$ cat src/rtl/fixed_block_pool_allocator_defines.svh
// Assertion macros shared by the fixed block pool allocator modules.
`ifndef FIXED_BLOCK_POOL_ALLOCATOR_DEFINES_SVH
`define FIXED_BLOCK_POOL_ALLOCATOR_DEFINES_SVH

// Same-cycle implication, checked outside reset.
`define FBPA_ASSERT_IMP(label, clk, rst_n, ante, cons) \
	label: assert property (@(posedge clk) disable iff (!rst_n) (ante) |-> (cons)) \
		else $error("fbpa assertion failed");

// Next-cycle implication, checked outside reset.
`define FBPA_ASSERT_NEXT(label, clk, rst_n, ante, cons) \
	label: assert property (@(posedge clk) disable iff (!rst_n) (ante) |=> (cons)) \
		else $error("fbpa assertion failed");

`endif

$ cat src/rtl/fbpa_pkg.sv
// Shared types and constants of the fixed block pool allocator.
package fbpa_pkg;

	localparam int MAX_BLOCKS   = 1024;
	localparam int IDX_W        = $clog2(MAX_BLOCKS);
	localparam int LINK_W       = IDX_W + 1;
	localparam int ADDR_W       = 32;
	localparam int REQ_W        = 16;
	localparam int CNT_W        = 11;
	localparam int STRIDE_ALIGN = 16;
	localparam int ALIGN_W      = $clog2(STRIDE_ALIGN);
	localparam int STRIDE_W     = REQ_W + 1;
	localparam int LAST_W       = IDX_W + STRIDE_W;
	localparam int STEP_W       = $clog2(IDX_W);
	localparam int QUEUE_DEPTH  = 2;
	localparam int QPTR_W       = $clog2(QUEUE_DEPTH);
	localparam int QCNT_W       = QPTR_W + 1;
	localparam int PADDR_W      = 4;
	localparam int PDATA_W      = 32;
	localparam int STATUS_W     = 2;

	// Link value that terminates the free list.
	localparam logic [LINK_W-1:0] END_MARK = LINK_W'(MAX_BLOCKS);

	// Register indexes (paddr[3:2]).
	localparam logic [1:0] REG_BASE  = 2'd0;
	localparam logic [1:0] REG_SIZE  = 2'd1;
	localparam logic [1:0] REG_COUNT = 2'd2;

	typedef enum logic {
		OP_ALLOC = 1'b0,
		OP_FREE  = 1'b1
	} opcode_t;

	typedef enum logic [1:0] {
		ST_DONE   = 2'd0,
		ST_EMPTY  = 2'd1,
		ST_REJECT = 2'd2
	} status_t;

	typedef enum logic [1:0] {
		K_ALLOC,
		K_FREE,
		K_REJECT
	} job_kind_t;

	// One classified request travelling from the front to the back.
	typedef struct packed {
		job_kind_t        kind;
		logic             clr;
		logic [IDX_W-1:0] idx;
	} job_t;

	// Pool geometry derived from the configuration registers.
	typedef struct packed {
		logic [ADDR_W-1:0]   base;
		logic [STRIDE_W-1:0] stride;
		logic [LAST_W-1:0]   last;
		logic [CNT_W-1:0]    cnt;
		logic                cnt_zero;
	} geom_t;

	typedef enum logic [1:0] {
		F_IDLE,
		F_DIV,
		F_PUSH
	} front_state_t;

	typedef enum logic [1:0] {
		B_SWEEP,
		B_RUN,
		B_GRANT
	} back_state_t;

endpackage

$ cat src/rtl/fbpa_front.sv
// Request front end: accepts requests, range-checks frees and finds the block index.
module fbpa_front (
	input  logic                        clk,
	input  logic                        arst_n,
	input  fbpa_pkg::geom_t             geom,
	input  logic                        hold,
	input  logic                        req_valid,
	output logic                        req_stall,
	input  logic                        opcode,
	input  logic                        clear_on_alloc,
	input  logic [fbpa_pkg::ADDR_W-1:0] address,
	output logic                        push,
	output fbpa_pkg::job_t              push_job,
	input  logic                        full
);
	import fbpa_pkg::*;

	front_state_t      state_q, state_d;
	logic [LAST_W-1:0] rem_q, rem_d;
	logic [LAST_W-1:0] dvs_q, dvs_d;
	logic [IDX_W-1:0]  quo_q, quo_d;
	logic [STEP_W-1:0] step_q, step_d;
	logic [ADDR_W-1:0] offset;
	logic              in_range;
	logic              accept;
	logic              ge;

	assign offset   = address - geom.base;
	assign in_range = !geom.cnt_zero && (offset <= ADDR_W'(geom.last));
	assign req_stall = (state_q != F_IDLE) || full || hold;
	assign accept   = req_valid && !req_stall;
	assign ge       = (rem_q >= dvs_q);

	always_comb begin
		state_d  = state_q;
		rem_d    = rem_q;
		dvs_d    = dvs_q;
		quo_d    = quo_q;
		step_d   = step_q;
		push     = 1'b0;
		push_job = '{kind: K_REJECT, clr: 1'b0, idx: '0};
		unique case (state_q)
			F_IDLE: begin
				if (accept) begin
					if (opcode == OP_ALLOC) begin
						push     = 1'b1;
						push_job = '{kind: K_ALLOC, clr: clear_on_alloc, idx: '0};
					end else if (in_range) begin
						rem_d   = offset[LAST_W-1:0];
						dvs_d   = LAST_W'(geom.stride) << (IDX_W - 1);
						quo_d   = '0;
						step_d  = STEP_W'(IDX_W - 1);
						state_d = F_DIV;
					end else begin
						push = 1'b1;
					end
				end
			end
			F_DIV: begin
				// Restoring division, one quotient bit per cycle.
				rem_d  = ge ? (rem_q - dvs_q) : rem_q;
				quo_d  = {quo_q[IDX_W-2:0], ge};
				dvs_d  = dvs_q >> 1;
				step_d = step_q - STEP_W'(1);
				if (step_q == '0) begin
					state_d = F_PUSH;
				end
			end
			F_PUSH: begin
				if (!full) begin
					push = 1'b1;
					// A nonzero remainder means the address is not on a block start.
					push_job = '{kind: (rem_q == '0) ? K_FREE : K_REJECT, clr: 1'b0,
						idx: quo_q};
					state_d = F_IDLE;
				end
			end
			default: state_d = F_IDLE;
		endcase
	end

	always_ff @(posedge clk or negedge arst_n) begin
		if (!arst_n) begin
			state_q <= F_IDLE;
		end else begin
			state_q <= state_d;
		end
	end

	always_ff @(posedge clk) begin
		rem_q  <= rem_d;
		dvs_q  <= dvs_d;
		quo_q  <= quo_d;
		step_q <= step_d;
	end

endmodule

$ cat config.mk
export PLATFORM = sky130hd
export DESIGN_NAME = fbpa_front
export DESIGN_NICKNAME = d
export VERILOG_FILES = /design/src/rtl/fixed_block_pool_allocator_defines.svh /design/src/rtl/fbpa_pkg.sv /design/src/rtl/fbpa_front.sv
export SDC_FILE = /design/constraint.sdc
export NUM_CORES = 1
export LEC_CHECK = 0
export BUFFER_PORTS_ARGS = -buffer_cell sky130_fd_sc_hd__buf_4
export CORE_ASPECT_RATIO = 1.2
export CORE_MARGIN = 2
export CORE_UTILIZATION = 57
export CTS_CLUSTER_SIZE = 25
export DETAILED_ROUTE_END_ITERATION = 12
export PLACE_DENSITY = 0.83
export SYNTH_ARGS = -nofsm -noshare
export SYNTH_HDL_FRONTEND = slang
export SYNTH_SLANG_ARGS = --single-unit
$ cat constraint.sdc
create_clock -name clk -period 6.6 [get_ports clk]
set_clock_uncertainty 0.2 [all_clocks]
set_input_delay 0.33 -clock clk [delete_from_list [all_inputs] [get_ports clk]]
set_output_delay 0.33 -clock clk [all_outputs]
set_load 0.01 [all_outputs]
==> summary.md <==
| Metric | Value |
|---|---|
| Syn Nets | 1009 |
| Quantity of hold-fixing buffers added after cts | 1 |
| Simple-gate share of the synthesized area | 0.178 |
| Initial antenna violation count | 0 |
| Count of final setup violators | 0 |
| Reg-to-Reg End | rem_q[1] |
| Fin. max-slew vios | 0 |
| GRT overflow | 0 |
| Most frequent cells in the layout | buf_4 (134), inv_1 (98), ha_1 (85) |
| Worst setup EP type | primary output |
| Largest family of logic cells by synthesized area | compound AO/OA/AOI/OAI gates |
| WS Path Type | in -> out |
| Chip width | 103 um |
| Worst path arrival time | 5360 ps |
| Critical Path Fanout Max | 3 |
| Die Area | 12700 um^2 |
| Worst-margin pin slew | 1230 ps |
| I/O Buffers | 130 |
| Final Hold Viols | 0 |
| Clk buf depth | 2 |
| Synth top area cells | edfxtp_1 (30%), ha_1 (16%), inv_1 (5.5%) |
| Hold Path Depth | 2 |
| Final setup TNS | 0 ps |
| Num ports | 142 |
| Reg2reg path depth | 11 |
| TritonCTS Sinks | 69 |
| Flop2flop setup slack | 2960 ps |
| Worst-path clk slew | 60 ps |
| Ys Warns | 0 |
| Worst min-delay path startpoint | geom[55] |
| Post-synthesis sequential area ratio | 0.306 |
| Unique masters post-synth | 71 |
| CTS Buf Count | 9 |
| TritonRoute pass-1 iters | 6 |
| Post-route ant nets | 0 |
| Area of the multi-input gates | 4220 um^2 |
| Tmin final | 5890 ps |
| Max_cap viols | 0 |
| # H-tree levels | 3 |
| Largest net degree at the start of global routing | 64 |
| Worst skew pair latency | 340 ps |
| GRT Util Overall | 0.268 |
| Storage element area | 2060 um^2 |
| WL per Instance | 15.3 um |
| Cell Pwr Density | 174 nW/um^2 |
| Synth Area in Compound Gates | 0.214 |
| P_leak | 3.84 nW |
| Dominant cell type by area after synthesis | edfxtp_1 |
| Nets@finish | 1135 |
| Period utilisation layout | 0.893 |
| Fmax achieved | 170 MHz |
| DRC | 0 |
| R2r startpoint | rem_q[6] |
| N_diodes | 0 |
| Async set-reset flop share out of synthesis | 0.0290 |
| Unrepaired setup endpoints after global routing | false |
| Maximum vdd drop | 0.000119 V |
| Fraction of layout instances using a drive strength above 1 | 0.185 |
| Max transition margin | 0.175 |
| DR vias/cell | 5.67 |
| Routed via count | 6142 |
| Commonest non-fill, non-tap cell in the layout | buf_4 |
| Total power | 1.43 mW |
| Dpl hpwl | 13.3 mm |
| Die Y | 123 um |
| Most common flop cell mapped by yosys | edfxtp_1 |
| Fillers | 922 |
| Synth Area in XOR/XNOR | 0.0651 |
| Number of setup buffers added after CTS | 0 |
| Post-synthesis adder-cell area fraction | 0.164 |
| Core Area | 11500 um^2 |
| Required time of the critical path | 6070 ps |
| CTS tree | yes |
| DRT Wirelength | 16.6 mm |
| Gate Count Post-Synth | 795 |
| Status | finished clean |
| Iter 0 DRT Violations | 326 |
| FP Rows | 43 |
| Hold crit path type | in -> reg |
| EDFF count, synth | 67 |
| Area grow syn2layout | 21.8% |
| Startpoint types | input port |
| Yosys reg bits | 69 |
| Hold path endpoint | dvs_q[25] |
| Syn_area_per_cell | 8.47 um^2 |
| Root buffer cell | clkbuf_16 |
| Post-synthesis mux area share | 0.00483 |
| Post_cts resized | 0 |
| Initial core utilization | 0.585 |
| Vias in the first global route | 5831 |
| Post-synth top area share | 0.299 |
| Post-synthesis cell area | 6730 um^2 |
| Global-route wire length before repair | 26.7 mm |
| GPL Wtd Cong | 0.904 |
[how the worst max path moves through the flow]
stage                from        to
3_5_place_dp   address[0]  dvs_q[1]
3_3_place_gp   address[0]  dvs_q[0]
6_report       address[0]      push
2_1_floorplan  address[0]  dvs_q[0]
5_1_grt        address[0]      push
4_1_cts        address[0]      push
[worst max-delay path: stages]
cell	delay, ps
buf_4	110
inv_1	50
ha_1	150
inv_1	50
fa_1	430
a211oi_1	300
o21ai_1	160
a2111oi_2	370
buf_4	190
o21ai_0	110
o41ai_1	450
o21ai_0	200
xor2_1	190
ha_1	310
nand4_1	110
nor4_1	440
nand3_1	160
o21ai_0	100
o2111ai_1	140
or4_4	530
nor3_1	260
nor2_1	80
buf_4	150
[where the power goes]
part	leakage, nW	internal [mW]	switching (mW)
clock network	0.140	0.293	0.184
logic	3.08	0.205	0.239
registers	0.617	0.499	0.00394
[stage by stage]
stage          hold WS (ps)   util  std cells  instance area, um^2  setup WS (ps)
4_1_cts                69.4  0.712       1083                 8200            756
2_1_floorplan          -166      -        795                 6730            418
5_1_grt                71.5  0.712       1083                 8200            227
6_report               77.4  0.712       1083                 8200            706
3_3_place_gp          -83.2  0.685       1066                 7890            632
3_5_place_dp          -82.1  0.685       1066                 7890            519
[Yosys cell counts, types with 7 or more instances]
| cell type | count |
|---|---|
| o21a_1 | 9 |
| nand3_1 | 15 |
| xor2_1 | 17 |
| clkbuf_1 | 17 |
| nor3_1 | 10 |
| nand2b_1 | 12 |
| ha_1 | 85 |
| o21ai_0 | 70 |
| edfxtp_1 | 67 |
| inv_1 | 98 |
| a21o_1 | 20 |
| xnor2_1 | 33 |
| nor2b_1 | 10 |
| nand4_1 | 15 |
| a21oi_1 | 64 |
| and2_1 | 23 |
| o21bai_1 | 9 |
| nand2_1 | 77 |
| nor2_1 | 47 |
| nor4_1 | 7 |
[cell type report]
type / count / area share
multi-input combinational: 606 / 0.514
sequential: 69 / 0.251
timing repair buffer: 137 / 0.129
inverter: 98 / 0.0449
clock buffer: 9 / 0.0275
tap: 157 / 0.0240
clock inverter: 7 / 0.00916
[metal layers]
metal,vias to the layer above,global-route usage,share of wire
met5,-,0,0
met4,0,0.0921,0.024
met3,29,0.0362,0.050
met2,212,0.460,0.49
met1,2794,0.347,0.44
li1,3107,-,-
[cell families (layout without fill, tap and decap cells)]
family | count (synthesis) | after routing
AOI/OAI and AO/OA | 228 | 228
xor gates and xnor gates | 50 | 50
adders and majority gates | 87 | 87
buffers and inverters | 120 | 251
DFF | 69 | 69
muxes | 3 | 3
and+or+nand+nor | 238 | 238
[flip-flops by register name, indices dropped and copies added (netlist names)]
| name | cells |
|---|---|
| dvs_q | 26 |
| quo_q | 10 |
| rem_q | 27 |
| state_q | 2 |
| step_q | 4 |
(Power assumes the default switching activity.)
