`src/rtl/fixed_block_pool_allocator_defines.svh`:
```
// Assertion macros shared by the fixed block pool allocator modules.
`ifndef FIXED_BLOCK_POOL_ALLOCATOR_DEFINES_SVH
`define FIXED_BLOCK_POOL_ALLOCATOR_DEFINES_SVH

// Same-cycle implication, checked outside reset.
`define FBPA_ASSERT_IMP(label, clk, rst_n, ante, cons) \
	label: assert property (@(posedge clk) disable iff (!rst_n) (ante) |-> (cons)) \
		else $error("fbpa assertion failed");

// Next-cycle implication, checked outside reset.
`define FBPA_ASSERT_NEXT(label, clk, rst_n, ante, cons) \
	label: assert property (@(posedge clk) disable iff (!rst_n) (ante) |=> (cons)) \
		else $error("fbpa assertion failed");

`endif

```
`src/rtl/fbpa_pkg.sv`:
```
// Shared types and constants of the fixed block pool allocator.
package fbpa_pkg;

	localparam int MAX_BLOCKS   = 1024;
	localparam int IDX_W        = $clog2(MAX_BLOCKS);
	localparam int LINK_W       = IDX_W + 1;
	localparam int ADDR_W       = 32;
	localparam int REQ_W        = 16;
	localparam int CNT_W        = 11;
	localparam int STRIDE_ALIGN = 16;
	localparam int ALIGN_W      = $clog2(STRIDE_ALIGN);
	localparam int STRIDE_W     = REQ_W + 1;
	localparam int LAST_W       = IDX_W + STRIDE_W;
	localparam int STEP_W       = $clog2(IDX_W);
	localparam int QUEUE_DEPTH  = 2;
	localparam int QPTR_W       = $clog2(QUEUE_DEPTH);
	localparam int QCNT_W       = QPTR_W + 1;
	localparam int PADDR_W      = 4;
	localparam int PDATA_W      = 32;
	localparam int STATUS_W     = 2;

	// Link value that terminates the free list.
	localparam logic [LINK_W-1:0] END_MARK = LINK_W'(MAX_BLOCKS);

	// Register indexes (paddr[3:2]).
	localparam logic [1:0] REG_BASE  = 2'd0;
	localparam logic [1:0] REG_SIZE  = 2'd1;
	localparam logic [1:0] REG_COUNT = 2'd2;

	typedef enum logic {
		OP_ALLOC = 1'b0,
		OP_FREE  = 1'b1
	} opcode_t;

	typedef enum logic [1:0] {
		ST_DONE   = 2'd0,
		ST_EMPTY  = 2'd1,
		ST_REJECT = 2'd2
	} status_t;

	typedef enum logic [1:0] {
		K_ALLOC,
		K_FREE,
		K_REJECT
	} job_kind_t;

	// One classified request travelling from the front to the back.
	typedef struct packed {
		job_kind_t        kind;
		logic             clr;
		logic [IDX_W-1:0] idx;
	} job_t;

	// Pool geometry derived from the configuration registers.
	typedef struct packed {
		logic [ADDR_W-1:0]   base;
		logic [STRIDE_W-1:0] stride;
		logic [LAST_W-1:0]   last;
		logic [CNT_W-1:0]    cnt;
		logic                cnt_zero;
	} geom_t;

	typedef enum logic [1:0] {
		F_IDLE,
		F_DIV,
		F_PUSH
	} front_state_t;

	typedef enum logic [1:0] {
		B_SWEEP,
		B_RUN,
		B_GRANT
	} back_state_t;

endpackage

```
`src/rtl/fbpa_queue.sv`:
```
// Short request queue between the front end and the free-list engine.
`include "fixed_block_pool_allocator_defines.svh"

module fbpa_queue (
	input  logic           clk,
	input  logic           arst_n,
	input  logic           push,
	input  fbpa_pkg::job_t push_job,
	output logic           full,
	input  logic           pop,
	output fbpa_pkg::job_t head_job,
	output logic           nonempty
);
	import fbpa_pkg::*;

	job_t              slots_q [QUEUE_DEPTH];
	logic [QPTR_W-1:0] wr_ptr_q;
	logic [QPTR_W-1:0] rd_ptr_q;
	logic [QCNT_W-1:0] cnt_q;

	assign full     = (cnt_q == QCNT_W'(QUEUE_DEPTH));
	assign nonempty = (cnt_q != '0);
	assign head_job = slots_q[rd_ptr_q];

	always_ff @(posedge clk or negedge arst_n) begin
		if (!arst_n) begin
			wr_ptr_q <= '0;
			rd_ptr_q <= '0;
			cnt_q    <= '0;
		end else begin
			if (push) begin
				wr_ptr_q <= wr_ptr_q + QPTR_W'(1);
			end
			if (pop) begin
				rd_ptr_q <= rd_ptr_q + QPTR_W'(1);
			end
			if (push && !pop) begin
				cnt_q <= cnt_q + QCNT_W'(1);
			end else if (pop && !push) begin
				cnt_q <= cnt_q - QCNT_W'(1);
			end
		end
	end

	always_ff @(posedge clk) begin
		if (push) begin
			slots_q[wr_ptr_q] <= push_job;
		end
	end

	`FBPA_ASSERT_IMP(a_no_push_when_full, clk, arst_n, push, !full)
	`FBPA_ASSERT_IMP(a_no_pop_when_empty, clk, arst_n, pop, nonempty)

endmodule

```
`config.mk`:
```
export PLATFORM = sky130hd
export DESIGN_NAME = fbpa_queue
export DESIGN_NICKNAME = d
export VERILOG_FILES = /design/src/rtl/fbpa_pkg.sv /design/src/rtl/fbpa_queue.sv
export VERILOG_INCLUDE_DIRS = /design/src /design/src/rtl
export SDC_FILE = /design/constraint.sdc
export NUM_CORES = 1
export LEC_CHECK = 0
export ABC_AREA = 0
export BUFFER_PORTS_ARGS = -buffer_cell sky130_fd_sc_hd__buf_4
export CAP_MARGIN = 20
export CORE_MARGIN = 2
export CORE_UTILIZATION = 35
export DETAILED_ROUTE_END_ITERATION = 10
export PLACE_DENSITY_LB_ADDON = 0.25
export SYNTH_ARGS = -nofsm -noshare
export SYNTH_HDL_FRONTEND = slang
export SYNTH_SLANG_ARGS = --single-unit
```
`constraint.sdc`:
```
create_clock -name clk -period 1.6 [get_ports clk]
set_input_delay 0.32 -clock clk [delete_from_list [all_inputs] [get_ports clk]]
set_output_delay 0.32 -clock clk [all_outputs]
set_load 0.02 [all_outputs]
```
==> flow_metrics.env, run 1 <==
export IMPL_area_growth_pct=40.1
export IMPL_critPathArrivalTime_ns=1.34
export IMPL_first_global_vias=609
export IMPL_clockBufferDepth=2
export IMPL_rsz0062_at_grt="yes"
export IMPL_yosysWarnings=0
export IMPL_period_share=1.04
export IMPL_dp_hpwl_um=1320
export IMPL_ys_ff_latch=30
export IMPL_critPathMaxFanout=3
export IMPL_r2r_cells=2
export IMPL_total_power_mw=2.68
export IMPL_grt_usage=0.118
export IMPL_postSynthCellCount=56
export IMPL_powerDensity_nw_per_um2=1700
export IMPL_place_gp_congestion=0.615
export IMPL_ir_worst_vdd_uv=998
export IMPL_crit_required_ns=1.28
export IMPL_r2r_start="wr_ptr_q"
export IMPL_vias=630
export IMPL_dieHeight_um=60.8
export IMPL_crit_path_end_kind="primary output"
export IMPL_synth_top_cell_area_share=0.693
export IMPL_clock_sinks=30
export IMPL_drcViolationCount=0
export IMPL_clk_latency_ns=0.32
export IMPL_vias_per_cell=4.32
export IMPL_postRouteWirelength_um=1880
export IMPL_port_buffers=31
export IMPL_final_cells=146
export IMPL_setup_viol=13
export IMPL_post_cts_setup_buffer_count=0
export IMPL_maxSlewViolCount=0
export IMPL_root_buffer="clkbuf_4"
export IMPL_clock_skew_ns=0.00732
export IMPL_crit_type="flop to primary output"
export IMPL_violations="negative setup slack"
export IMPL_fin_area_sq_um=1580
export IMPL_overflow=0
export IMPL_wl_per_cell_um=12.9
export IMPL_yosysTopAreaCell="edfxtp_1"
export IMPL_fillers=281
export IMPL_timing_final_crit_period_ns=1.66
export IMPL_syn_mean_instance_area_sq_um=20.1
export IMPL_drive_above_1_share=0.559
export IMPL_die_area_sq_um=3690
export IMPL_finalHoldViolCount=0
export IMPL_whs_ns=0.174
export IMPL_critPathLaunch="rd_ptr_q"
export IMPL_p_leak_nw=0.648
export IMPL_antenna_cells=0
export IMPL_cts_tree="done"
export IMPL_hold_start="pop"
export IMPL_start_util=0.369
export IMPL_final_nets=119
export IMPL_std_cell_rows=20
export IMPL_dieWidth_um=60.8
export IMPL_clock_fmax_mhz=603
export IMPL_status="finished, violations left"
export IMPL_synth_seq_area_share=0.781
export IMPL_relSlewSlack=0.897
export IMPL_hold_path_class="input port to flop"
export IMPL_setup_ws_ns=-0.0575
export IMPL_pin_count=32
export IMPL_worst_setup_path_start_kind="flop"
export IMPL_synth_area_sq_um=1130
export IMPL_yosys_top_cells_area="edfxtp_1, mux2_2, dfrtp_1"
export IMPL_ys_types=12
export IMPL_grt_start_max_net_pins=10
export IMPL_cts_max_level=2
export IMPL_synthesis_nets=74
export IMPL_drtIter0Drc=10
export IMPL_numCtsBuffers=5
export IMPL_clk_pin_slew_ns=0.09
export IMPL_drtPass1Iterations=2
export IMPL_core_sq_um=3050
export IMPL_postPlaceCellArea_sq_um=1460
export IMPL_whs_path_depth=2
export IMPL_grt_pass1_wl_um=2830
export IMPL_dp_cells=137
export IMPL_antenna_found_initial=0
export IMPL_ant_nets=0
export IMPL_tightestPinTransition_ns=0.155
export IMPL_max_cap_viol_count=0
per-layer routing:
metal	part of all wire	wire (um)	global-route usage	vias to the layer above
met5	0	0	0	-
met1	0.39	739	0.131	300
met3	0.090	170	0.0682	8
met2	0.49	924	0.175	24
met4	0.023	44	0.0745	0
li1	-	-	-	298
timing repair:
item | CTS | global route
cloned | 0 | 0
endpoints found under the setup margin | 13 | 13
hold buffers | 1 | 0
resized for setup | 17 | 0
endpoints found under the hold margin | 4 | 0
stage by stage:
stage,setup TNS (ns),setup slack [ns],utilization
2_1_floorplan,0,0.209,-
3_3_place_gp,0,0.257,0.477
3_5_place_dp,0,0.242,0.477
4_1_cts,-0.913,-0.0776,0.517
5_1_grt,-1.66,-0.139,0.517
6_report,-0.646,-0.0575,0.517
flip-flops by register name (all words and copies together), names as in the netlist:
register and count:
cnt_q 2, rd_ptr_q 1, slots_q 26, wr_ptr_q 1
layout by cell type (no fill, tap or decap), drive strengths merged:
| cell type | count |
|---|---|
| inv | 1 |
| clkbuf | 5 |
| ha | 1 |
| and2 | 1 |
| dlygate4sd3 | 1 |
| nor2 | 1 |
| clkinv | 3 |
| dfrtp | 4 |
| nor2b | 2 |
| or2 | 1 |
| buf | 38 |
| xor2 | 4 |
| mux2 | 13 |
| edfxtp | 26 |
| xnor2 | 1 |
power breakdown:
group | internal, mW | switching (mW) | total, mW
sequential | 1.05 | 0.0755 | 1.13
combinational | 0.623 | 0.529 | 1.15
clock | 0.156 | 0.247 | 0.403
worst max-delay path: stages (launching register included):
cell and delay [ns]:
dfrtp_1 0.39, buf_4 0.15, mux2_2 0.32, buf_4 0.16
cell families (layout without fill, tap and decap cells):
family                   count (synthesis)  after routing  share of synthesized area
flip-flops                              30             30                      0.781
multiplexers                            13             13                      0.130
adder cells (fa/ha/maj)                  1              1                     0.0111
buffers and inverters                    2             48                     0.0133
AND/OR/NAND/NOR                          5              5                     0.0255
XOR/XNOR                                 5              5                     0.0388
cells in the mapped netlist:
| library cell | number |
|---|---|
| and2_1 | 1 |
| dfrtp_1 | 4 |
| xor2_1 | 4 |
| inv_1 | 1 |
| ha_1 | 1 |
| mux2_2 | 13 |
| nor2_1 | 1 |
| edfxtp_1 | 26 |
| buf_6 | 1 |
| nor2b_1 | 2 |
| xnor2_1 | 1 |
| or2_2 | 1 |
area by class of cell:
class,count,area (sq um),share of cell area
multi-input combinational,24,262,0.166
clock inverter,3,11.3,0.00713
inverter,1,3.75,0.00238
timing repair buffer,39,329,0.208
tap,44,55.1,0.0349
clock buffer,5,37.5,0.0238
sequential,30,881,0.558
worst paths after layout:
check                           endpoint  slack, ns
setup reg to reg           slots_q[0][5]       0.55
min in group asynchronous       cnt_q[1]       0.32
max in group asynchronous       rd_ptr_q       1.18
setup / recovery            head_job[11]      -0.06
hold reg to reg                 cnt_q[1]       0.50
hold / removal                  rd_ptr_q       0.17
No activity file was read; power rests on OpenSTA's default activity.
==> inputs of run 2 (changes only) <==
PLACE_DENSITY_LB_ADDON = unset   (was 0.25)
==> run 2 against run 1 <==
Compared with the run above: the flow still finishes with violations (negative setup slack); maximum frequency shrank 2.3%; non-clock buffer count shrank 1; sequential share of layout area grew 0.58 points; utilization shrank 0.53 points; worst setup slack lost 0.040 ns; first-iteration DRC count shrank 40%; clock skew shrank 0.0049 ns; worst hold slack gained 0.0053 ns; via count shrank 1.6%; combinational power is essentially flat; design area shrank 1.0%; critical endpoint is now head_job[8]; largest cell class unchanged.
==> flow_metrics.env, run 2 (synthesis results as in run 1) <==
export IMPL_violations="negative setup slack"
export IMPL_final_nets=118
export IMPL_total_power_mw=2.65
export IMPL_finalHoldViolCount=0
export IMPL_layout_common_cells="edfxtp_1, buf_4, mux2_2, buf_6, clkbuf_4"
export IMPL_cts_tree="done"
export IMPL_clk_pin_slew_ns=0.08
export IMPL_combPwrFrac=0.422
export IMPL_worst_setup_path_start_kind="flop"
export IMPL_maxSlewViolCount=0
export IMPL_root_buffer="clkbuf_4"
export IMPL_setup_ws_ns=-0.0973
export IMPL_clock_sinks=30
export IMPL_final_common_cell="edfxtp_1"
export IMPL_crit_path_end_kind="primary output"
export IMPL_whs_ns=0.179
export IMPL_ir_worst_vdd_uv=888
export IMPL_numCtsBuffers=5
export IMPL_clk_latency_ns=0.32
export IMPL_port_buffers=31
export IMPL_fillers=290
export IMPL_top_regs="slots_q x26, cnt_q x2"
export IMPL_relSlewSlack=0.889
export IMPL_grt_pass1_wl_um=2850
export IMPL_p_leak_nw=0.618
export IMPL_crit_required_ns=1.28
export IMPL_postRouteWirelength_um=1870
export IMPL_drive_above_1_share=0.564
export IMPL_pin_count=32
export IMPL_antenna_found_initial=0
export IMPL_status="finished, violations left"
export IMPL_vias=620
export IMPL_path_buf_inv=2
export IMPL_drcViolationCount=0
export IMPL_cts_max_level=2
export IMPL_drtPass1Iterations=3
export IMPL_cp_top_family="flip-flops"
export IMPL_timing_final_crit_period_ns=1.70
export IMPL_period_share=1.06
export IMPL_clock_skew_ns=0.00240
export IMPL_vias_per_cell=4.28
export IMPL_p_int_mw=1.82
export IMPL_tightestPinTransition_ns=0.167
export IMPL_dieHeight_um=60.8
export IMPL_clock_fmax_mhz=589
export IMPL_rsz0062_at_grt="yes"
export IMPL_max_cap_viol_count=0
export IMPL_powerDensity_nw_per_um2=1700
export IMPL_antenna_cells=0
export IMPL_largest_reg_flops=26
export IMPL_die_area_sq_um=3690
export IMPL_hold_path_class="input port to flop"
export IMPL_drtIter0Drc=6
export IMPL_p_clk_frac=0.152
export IMPL_dp_hpwl_um=1310
export IMPL_crit_type="flop to primary output"
export IMPL_area_growth_pct=38.6
export IMPL_place_gp_congestion=0.666
export IMPL_critPathMaxFanout=13
export IMPL_wl_per_cell_um=12.9
export IMPL_path_cells="buf_12, mux2_2, buf_4"
export IMPL_netSwitchingPower_mw=0.837
export IMPL_std_cell_rows=20
export IMPL_ant_nets=0
export IMPL_core_sq_um=3050
export IMPL_top_register="slots_q"
export IMPL_cpMaxStageDelayCell="dfrtp_1"
export IMPL_p_sw_frac=0.316
export IMPL_setup_viol=13
export IMPL_clockBufferDepth=2
export IMPL_critPathArrivalTime_ns=1.38
export IMPL_first_global_vias=609
export IMPL_dieWidth_um=60.8
export IMPL_start_util=0.369
export IMPL_grt_start_max_net_pins=14
export IMPL_grt_usage=0.117
export IMPL_overflow=0
export IMPL_cp_slowest_stage_delay_ns=0.40
export IMPL_pwr_share_seq=0.426
export IMPL_setup_tns_final_ns=-0.990
[run 2: changes by cell type in the layout (fill, tap and decap cells not counted), sizes merged]
cell,before,now
clkbuf,5,6
clkinv,3,2
buf,38,37
[run 2: layout make-up]
cell class                 count  area (sq um)  area share
inverter                       1          3.75     0.00240
multi-input combinational     24           231       0.148
clock buffer                   6          41.3      0.0264
clock inverter                 2          8.76     0.00560
sequential                    30           881       0.564
tap                           44          55.1      0.0352
timing repair buffer          38           342       0.219
[run 2: repair_timing]
item | CTS | global route
hold buffers | 1 | 0
gates resized for setup | 11 | 0
setup endpoints to repair | 13 | 13
setup buffers | 1 | 0
hold endpoints to repair | 4 | 0
[run 2: worst paths after layout]
| kind | startpoint | to | slack (ns) | cells after the start |
|---|---|---|---|---|
| worst max register to register | wr_ptr_q | slots_q[0][2] | 0.57 | 2 |
| worst max-delay path | rd_ptr_q | head_job[8] | -0.1 | 3 |
| worst min-delay path | pop | rd_ptr_q | 0.18 | 2 |
| max in group asynchronous | arst_n | cnt_q[0] | 1.18 | 2 |
| worst min register to register | wr_ptr_q | wr_ptr_q | 0.50 | 1 |
| min in group asynchronous | arst_n | rd_ptr_q | 0.32 | 2 |
[run 2: per-stage QoR]
stage	utilization	cells	worst slack, ns	cell area, sq um
floorplan	-	56	0.209	1130
global placement	0.476	135	0.236	1450
detailed placement	0.476	135	0.221	1450
CTS	0.512	145	-0.124	1560
global route	0.512	145	-0.154	1560
finish	0.512	145	-0.0973	1560
[run 2: power by group through the flow]
stage                     Sequential [mW]  Combinational [mW]  Clock, mW
after floorplan                      1.14               0.592          0
after global placement               1.14                1.01          0
after detailed placement             1.15                1.02          0
after CTS                            1.13                1.14      0.427
after global routing                 1.15                1.20      0.455
final                                1.13                1.12      0.404
[run 2: layer usage]
metal  global-route usage  up-vias  part of all wire
li1                     -      295                 -
met5                    0        -                 0
met2                0.177       23              0.49
met3               0.0640        6             0.084
met1                0.128      296              0.40
met4               0.0745        0             0.028
